[src/rtl/lpmt_pkg.sv]
`default_nettype none

package lpmt_pkg;

    localparam logic FUNC_WRITE  = 1'b0;
    localparam logic FUNC_LOOKUP = 1'b1;

    localparam int  ADDR_W  = 32;
    localparam int  SLOT_W  = 4;
    localparam int  PLEN_W  = 6;
    localparam logic [PLEN_W-1:0] PLEN_MAX = 6'd32;

    typedef struct packed {
        logic              func;
        logic [SLOT_W-1:0] entry_index;
        logic [ADDR_W-1:0] entry_dest;
        logic [PLEN_W-1:0] entry_prefix_len;
        logic              entry_valid;
        logic [ADDR_W-1:0] lookup_addr;
    } req_t;

    typedef struct packed {
        logic              hit;
        logic [SLOT_W-1:0] match_index;
        logic [PLEN_W-1:0] match_prefix_len;
    } rsp_t;

    typedef struct packed {
        logic              vld;
        req_t              req;
        logic              hit;
        logic [SLOT_W-1:0] best_idx;
        logic [PLEN_W-1:0] best_len;
    } word_t;

    // Mask with len leading ones; len is at most 32 once stored.
    function automatic logic [ADDR_W-1:0] prefix_mask(input logic [PLEN_W-1:0] len);
        prefix_mask = ~({ADDR_W{1'b1}} >> len);
    endfunction

    function automatic logic [PLEN_W-1:0] sat_len(input logic [PLEN_W-1:0] len);
        sat_len = (len > PLEN_MAX) ? PLEN_MAX : len;
    endfunction

endpackage

`default_nettype wire

[src/rtl/lpmt_cell.sv]
`default_nettype none

module lpmt_cell #(
    parameter int CELL_INDEX = 0
) (
    input  wire logic             clk,
    input  wire logic             rst_n,
    input  wire logic             advance,
    input  wire lpmt_pkg::word_t  word_in,
    output lpmt_pkg::word_t       word_out
);
    import lpmt_pkg::*;

    logic [ADDR_W-1:0] dest_reg;
    logic [PLEN_W-1:0] len_reg;
    logic              valid_reg;
    logic              vld_reg;
    word_t             word_reg;
    word_t             word_next;
    logic              wr_en;
    logic              match;
    logic [ADDR_W-1:0] mask;

    assign wr_en = advance && word_in.vld && (word_in.req.func == FUNC_WRITE)
                   && (32'(word_in.req.entry_index) == 32'(CELL_INDEX));
    assign mask  = prefix_mask(len_reg);
    assign match = valid_reg && (word_in.req.func == FUNC_LOOKUP)
                   && ((dest_reg & mask) == (word_in.req.lookup_addr & mask));

    always_comb
    begin
        word_next = word_in;
        if (match && (!word_in.hit || (len_reg >= word_in.best_len)))
        begin
            word_next.hit      = 1'b1;
            word_next.best_idx = SLOT_W'(CELL_INDEX);
            word_next.best_len = len_reg;
        end
    end

    always_ff @(posedge clk or negedge rst_n)
    begin
        if (!rst_n)
        begin
            valid_reg <= 1'b0;
            vld_reg   <= 1'b0;
        end
        else
        begin
            if (wr_en)
            begin
                valid_reg <= word_in.req.entry_valid;
            end
            if (advance)
            begin
                vld_reg <= word_in.vld;
            end
        end
    end

    always_ff @(posedge clk)
    begin
        if (wr_en)
        begin
            dest_reg <= word_in.req.entry_dest;
            len_reg  <= sat_len(word_in.req.entry_prefix_len);
        end
        if (advance)
        begin
            word_reg <= word_next;
        end
    end

    always_comb
    begin
        word_out     = word_reg;
        word_out.vld = vld_reg;
    end

endmodule

`default_nettype wire

[src/rtl/longest_prefix_match_table.sv]
`default_nettype none

// Each word passes one table cell per cycle unless the output stalls, and its result is
// held in the output register after the last of the TABLE_DEPTH cells.
// Throughput is one word per cycle; a stalled output holds the whole cell chain.
// Reset (rst_n, asynchronous, active low) marks all entries invalid and empties the chain.
module longest_prefix_match_table #(
    parameter int TABLE_DEPTH = 16
) (
    input  wire logic            clk,
    input  wire logic            rst_n,
    input  wire logic            req_valid,
    output logic                 req_ready,
    input  wire lpmt_pkg::req_t  req,
    output logic                 rsp_valid,
    input  wire logic            rsp_ready,
    output lpmt_pkg::rsp_t       rsp
);
    import lpmt_pkg::*;

    word_t chain [TABLE_DEPTH+1];
    logic  advance;
    logic  rsp_valid_reg;
    rsp_t  rsp_reg;

    assign advance   = !rsp_valid_reg || rsp_ready;
    assign req_ready = advance;

    always_comb
    begin
        chain[0].vld      = req_valid;
        chain[0].req      = req;
        chain[0].hit      = 1'b0;
        chain[0].best_idx = '0;
        chain[0].best_len = '0;
    end

    for (genvar i = 0; i < TABLE_DEPTH; i++)
    begin : g_cell
        lpmt_cell #(
            .CELL_INDEX (i)
        ) u_cell (
            .clk      (clk),
            .rst_n    (rst_n),
            .advance  (advance),
            .word_in  (chain[i]),
            .word_out (chain[i+1])
        );
    end

    always_ff @(posedge clk or negedge rst_n)
    begin
        if (!rst_n)
        begin
            rsp_valid_reg <= 1'b0;
        end
        else if (advance)
        begin
            rsp_valid_reg <= chain[TABLE_DEPTH].vld;
        end
    end

    always_ff @(posedge clk)
    begin
        if (advance)
        begin
            rsp_reg.hit              <= chain[TABLE_DEPTH].hit;
            rsp_reg.match_index      <= chain[TABLE_DEPTH].best_idx;
            rsp_reg.match_prefix_len <= chain[TABLE_DEPTH].best_len;
        end
    end

    assign rsp_valid = rsp_valid_reg;
    assign rsp       = rsp_reg;

    // A miss reports slot zero and length zero.
    a_miss_zero: assert property (@(posedge clk) disable iff (!rst_n)
        rsp_valid |-> (rsp.hit || (rsp.match_index == '0 && rsp.match_prefix_len == '0)))
        else $error("miss result carries nonzero fields");

    a_len_range: assert property (@(posedge clk) disable iff (!rst_n)
        rsp_valid |-> (rsp.match_prefix_len <= PLEN_MAX))
        else $error("prefix length above 32");

    // While the output stalls, the word at the end of the chain must not move.
    a_chain_hold: assert property (@(posedge clk) disable iff (!rst_n)
        !advance |=> $stable(chain[TABLE_DEPTH].vld))
        else $error("cell chain moved during stall");

endmodule

`default_nettype wire
[config.mk]
export PLATFORM = sky130hd
export DESIGN_NAME = longest_prefix_match_table
export DESIGN_NICKNAME = d
export VERILOG_FILES = /design/src/rtl/lpmt_pkg.sv /design/src/rtl/lpmt_cell.sv /design/src/rtl/longest_prefix_match_table.sv
export SDC_FILE = /design/constraint.sdc
export NUM_CORES = 2
export LEC_CHECK = 0
export BUFFER_PORTS_ARGS = -buffer_cell sky130_fd_sc_hd__buf_2
export CAP_MARGIN = 40
export CORE_ASPECT_RATIO = 1.75
export CORE_UTILIZATION = 53
export DETAILED_ROUTE_END_ITERATION = 16
export PLACE_DENSITY = 0.69
export SLEW_MARGIN = 20
export SYNTH_ARGS = -nofsm -noshare
export SYNTH_HDL_FRONTEND = slang
export SYNTH_SLANG_ARGS = --single-unit
[constraint.sdc]
create_clock -name clk -period 59.8 [get_ports clk]
set_input_delay 8.97 -clock clk [delete_from_list [all_inputs] [get_ports clk]]
set_output_delay 8.97 -clock clk [all_outputs]
set_load 0.1 [all_outputs]
After elaboration in Yosys (flattened, before gate mapping)
Index checks and enable logic that the tools add are counted.
{ "word_totals": {"ff_bits": 1968, "output_inout_bits": 13} }
{ "op_classes": {"n_lt_le_gt_ge": 31, "n_eq_ne": 31, "shift": 16, "n_mux": 16, "bitwise": 64, "reduce_logical": 128} }
{ "op_table": {"columns": ["cell", "n"], "rows": [
  ["$and A32 B32 Y32", 32],
  ["$eq A32 B32 Y1", 16],
  ["$not A32 Y32", 16],
  ["$shr A32 B6 Y32 const A", 16],
  ["$gt A6 B6 Y1 const B", 16],
  ["$logic_and A1 B1 Y1", 95],
  ["$ge A6 B6 Y1", 15],
  ["$mux W6", 15],
  ["$eq A4 B4 Y1 const B", 8],
  ["$eq A4 B3 Y1 const B", 4],
  ["$logic_not A1 Y1", 16],
  ["$logic_or A1 B1 Y1", 16],
  ["$not A1 Y1", 16],
  ["$mux W11", 1],
  ["$eq A4 B2 Y1 const B", 2],
  ["$eq A4 B1 Y1 const B", 1],
  ["$logic_not A4 Y1", 1]
]} }

Depth between registers and ports, before layout
{ "depth": {"depth_word": 7, "ltp_mapped": 11, "depth_no_buf": 9} }

Cells and area by module
Synthesis repeated with hierarchy kept, for this count alone.
{ "hier_totals": {"cells_unflattened": 4380, "area_unflattened_um2": 78552.8} }
{ "by_module_without_submodules": {"columns": ["module", "instances", "cells_per_inst", "area_each_um2", "seq_area_each_um2"], "rows": [
  ["lpmt_cell at g_cell[5].u_cell ...", 3, 273, 4874.7, 3803.6],
  ["lpmt_cell at g_cell[15].u_cell ...", 3, 275, 4872.2, 3803.6],
  ["lpmt_cell at g_cell[13].u_cell ...", 2, 268, 4880.9, 3803.6],
  ["lpmt_cell at g_cell[4].u_cell ...", 2, 273, 4870.9, 3803.6],
  ["lpmt_cell at g_cell[0].u_cell", 1, 276, 4948.5, 3803.6],
  ["lpmt_cell at g_cell[10].u_cell", 1, 275, 4944.7, 3803.6],
  ["lpmt_cell at g_cell[12].u_cell", 1, 275, 4939.7, 3803.6],
  ["lpmt_cell at g_cell[7].u_cell", 1, 270, 4880.9, 3803.6],
  ["lpmt_cell at g_cell[3].u_cell", 1, 276, 4872.2, 3803.6],
  ["lpmt_cell at g_cell[11].u_cell", 1, 267, 4840.9, 3803.6],
  ["longest_prefix_match_table", 1, 15, 381.6, 355.3]
]} }

Worst setup path after synthesis
OpenSTA, ideal clock, no wires.
{ "synth_timing": {"path_kind": "in2out", "start": "input port rsp_ready", "end": "output port req_ready", "t_arrival_ns": 45.503, "required_ns": 50.830, "path_slack_ns": 5.327, "path_stages": 4, "path_buffers": 2, "cell_sequence": "nor2b_1 -> clkbuf_1 -> clkinv_1 -> clkbuf_1"} }
{ "synth_between": {"elab_chain_cells": 1} }
{ "synth_lines": {"columns": ["item", "line_no", "source"], "rows": [
  ["from (decl)", "longest_prefix_match_table.sv:16", "input wire logic rsp_ready,"],
  ["$logic_or A1 B1 Y1", "longest_prefix_match_table.sv:26", "assign advance = !rsp_valid_reg || rsp_ready;"],
  ["to (decl)", "longest_prefix_match_table.sv:13", "output logic req_ready,"]
]} }
No other way between the ends.

Final worst setup path
Same ends and word-level chain as after synthesis.

==> flow_summary.yaml <==
power:
  p_int_mw: 3.03
  p_sw_share_pct: 28.0
  pwr-share-comb_pct: 15.6
  clock_power_share_pct: 26.5
  pwr-share-seq_pct: 57.9
  p_sw_mw: 1.18
  p_total_mw: 4.20
  cellLeakagePower_nw: 29.0
  ir_worst_vdd_mv: 0.0327
  p_per_area_nw_per_um2: 50.5
place:
  dp.cells: 6173
  gp_congestion: 1.02
  place_area_um2: 77500
  dp_hpwl_mm: 132
  port_buffers: 92
final_layout:
  fillers: 10300
  fin_cells: 6487
  antennaDiodeCount: 0
  finalInstanceArea_um2: 83200
  area_growth_pct: 12.0
  fin_util_pct: 59.8
  fin_nets: 4686
  largest_reg_flops: 1301
  drive_above_1_share_pct: 11.6
setup_path:
  cpPeakStageDelay_ns: 0.55
  timing.critical_path.required_ns: 50.83
  worst_path_most_repeated_cell: "buf_2"
  path_buf_inv: 4
  startpoint_type: "primary input"
  crit_family: "buffers and inverters"
  rrSetupSlack_ns: 54.48
  crit_path_end_kind: "output pin"
  cp_data_arrival_time_ns: 10.50
  worstPathCellList: "buf_2 -> nor2b_2 -> buf_4 -> inv_8 -> buf_2"
  reg2reg_from: "rsp_valid"
  cp_slowest_cell: "buf_2"
  path_class: "in2out"
  rr_worst_depth: 10
  reg2reg_to: "g_cell[9].u_cell.word_out[13]"
  crit_fanout: 97
clock_network:
  clock_latency_ns: 0.81
  cts_made_buffers: 169
  postCtsResizedCells: 0
  h-tree-depth: 4
  clock-sinks: 1953
  root_buffer: "clkbuf_16"
  clk_pin_slew_ns: 0.07
  cts.path.max_buffers: 3
  hold_buffers: 0
  post_cts_buffers: 0
  cts_tree: "yes"
timing:
  hold_viol_final: 0
  rsz0062_at_grt: "no"
  fin_worst_skew_ns: 0.0390
  fin_crit_ns: 19.47
  fin_crit_sh_pct: 32.6
  finalSetupViolations: 0
  tns_ns: 0
  slew_viol_final: 0
  relSlewSlack_pct: 19.2
  max_freq_mhz: 51.4
  tightest_slew_ns: 1.21
route:
  dr.pass1.iters: 5
  drtIter0Drc: 2413
  wirelength_mm: 174
  vias_per_cell: 5.55
  vias: 36000
  avgRoutedWirePerCell_um: 26.8
  drc: 0
  ant_nets: 0
synth:
  synth.avg_cell_area_um2: 17.3
  synth-seq-cells: 1953
  synthCells: 4290
  synth_fp_nets: 4460
  synth_warnings: 0
  synth.distinct_cells: 83
  synth_edf_count: 1920
  synth-main-ff-cell: "edfxtp_1"
  async_flop_share_pct: 1.69
  yosysSeqAreaShare_pct: 78.7
  synthesis.area_um2: 74300
worst_hold_path:
  min_from: "g_cell[14].u_cell.word_out[69]"
  min_to: "g_cell[15].u_cell.dest_reg[19]"
  hold_class: "reg2reg"
  whs_path_depth: 0
floorplanning:
  row_count: 181
  die_w_um: 285
  ios: 93
  dieHeight_um: 497
  die-area_um2: 142000
  start_util_pct: 53.4
  core_um2: 139000
run_status:
  status: "finished, final reports clean"
grt:
  grt_pass1_vias: 38200
  grt_first_pass_wirelength_mm: 247
  antenna_found_initial: 1
  grt_max_degree: 172
  track_usage_pct: 24.7
  gr-total-overflow: 0
job:
  maxCapViolations: 0
-- through the flow --
| step | setup WS [ns] | hold slack (ns) |
|---|---|---|
| floorplan | 5.33 | 0.400 |
| global placement | 40.36 | 0.401 |
| global route | 40.28 | 0.425 |
| finish | 40.33 | 0.413 |
| detailed placement | 40.34 | 0.405 |
| CTS | 40.34 | 0.414 |
-- routing by layer --
layer  GRT usage (%)  share of wire [%]  vias up
li1                -                  -    16800
met1            16.6                 25    17800
met2            53.6                 63      904
met3            3.22                2.3      508
met4            20.4                9.4        0
met5               0                  0        -
-- worst max path at each step --
stage	start	to	slack, ns	cells after the start
2_1_floorplan	rsp_ready	req_ready	5.33	4
3_3_place_gp	rsp_ready	req_ready	40.36	5
3_5_place_dp	rsp_ready	req_ready	40.34	5
4_1_cts	rsp_ready	req_ready	40.34	5
5_1_grt	rsp_ready	req_ready	40.28	5
6_report	rsp_ready	req_ready	40.33	5
-- cells in the mapped netlist, types with 39 or more instances --
master	n	area, um^2
a21oi_1	196	981
nand2b_1	49	307
nor2b_1	96	601
inv_1	130	488
edfxtp_1	1920	57700
ha_1	90	1130
nor2_1	100	375
clkbuf_1	111	417
nor3_1	61	305
mux2_2	77	867
o21ai_0	169	846
nand3_1	48	240
nand2_1	147	552
xnor2_1	283	2480
nor4_1	42	263
xor2_1	231	2020
o22ai_1	39	244
-- placed cells by master (no fill, tap or decap), types with 33 or more instances in the layout --
cell type	count
edfxtp_1	1920
xnor2_1	283
xor2_1	231
a21oi_1	196
clkbuf_16	170
o21ai_0	169
nand2_1	147
inv_1	130
nor2_1	100
buf_2	97
nor2b_1	95
ha_1	90
mux2_2	77
buf_4	58
nand2b_1	49
nand3_1	48
nor3_1	45
nor4_1	42
o22ai_1	39
clkbuf_1	34
a211oi_1	33
clkinv_1	33
dfrtp_1	33
-- worst reg2reg max path, stage by stage, from the launching register on --
cell,delay (ns)
dfrtp_1,0.36
nor2b_2,0.15
buf_4,0.21
inv_8,0.55
buf_4,0.54
buf_16,0.29
buf_12,0.56
buf_12,0.76
buf_4,0.69
buf_4,0.53
buf_16,0.33
-- area by class of cell --
type | instances | area (um^2) | share of cell area (%)
inverter | 131 | 499 | 0.600
sequential | 1953 | 58500 | 70.3
clock inverter | 99 | 1200 | 1.44
multi-input combinational | 2092 | 15000 | 18.0
clock buffer | 213 | 4510 | 5.41
timing repair buffer | 169 | 1250 | 1.51
tap | 1830 | 2290 | 2.75
-- kinds of logic (layout without fill, tap and decap cells) --
logic type	after synthesis	after routing	share of synthesized area [%]
AO/OA/AOI/OAI	678	678	5.76
XOR/XNOR	514	514	6.06
adder cells (fa/ha/maj)	112	112	1.81
buffers and inverters	245	612	1.24
flip-flops	1953	1953	78.7
multiplexers	100	100	1.48
AND/OR/NAND/NOR	688	688	4.94
-- power by group through the flow --
stage,sequential (mW),combinational [mW],clock [mW]
2_1_floorplan,2.72,0.381,0
3_3_place_gp,2.44,0.641,0
3_5_place_dp,2.47,0.660,0
4_1_cts,2.44,0.663,1.13
5_1_grt,2.49,0.699,1.18
6_report,2.43,0.656,1.11
Note: power is estimated with default switching activity, not from simulation.
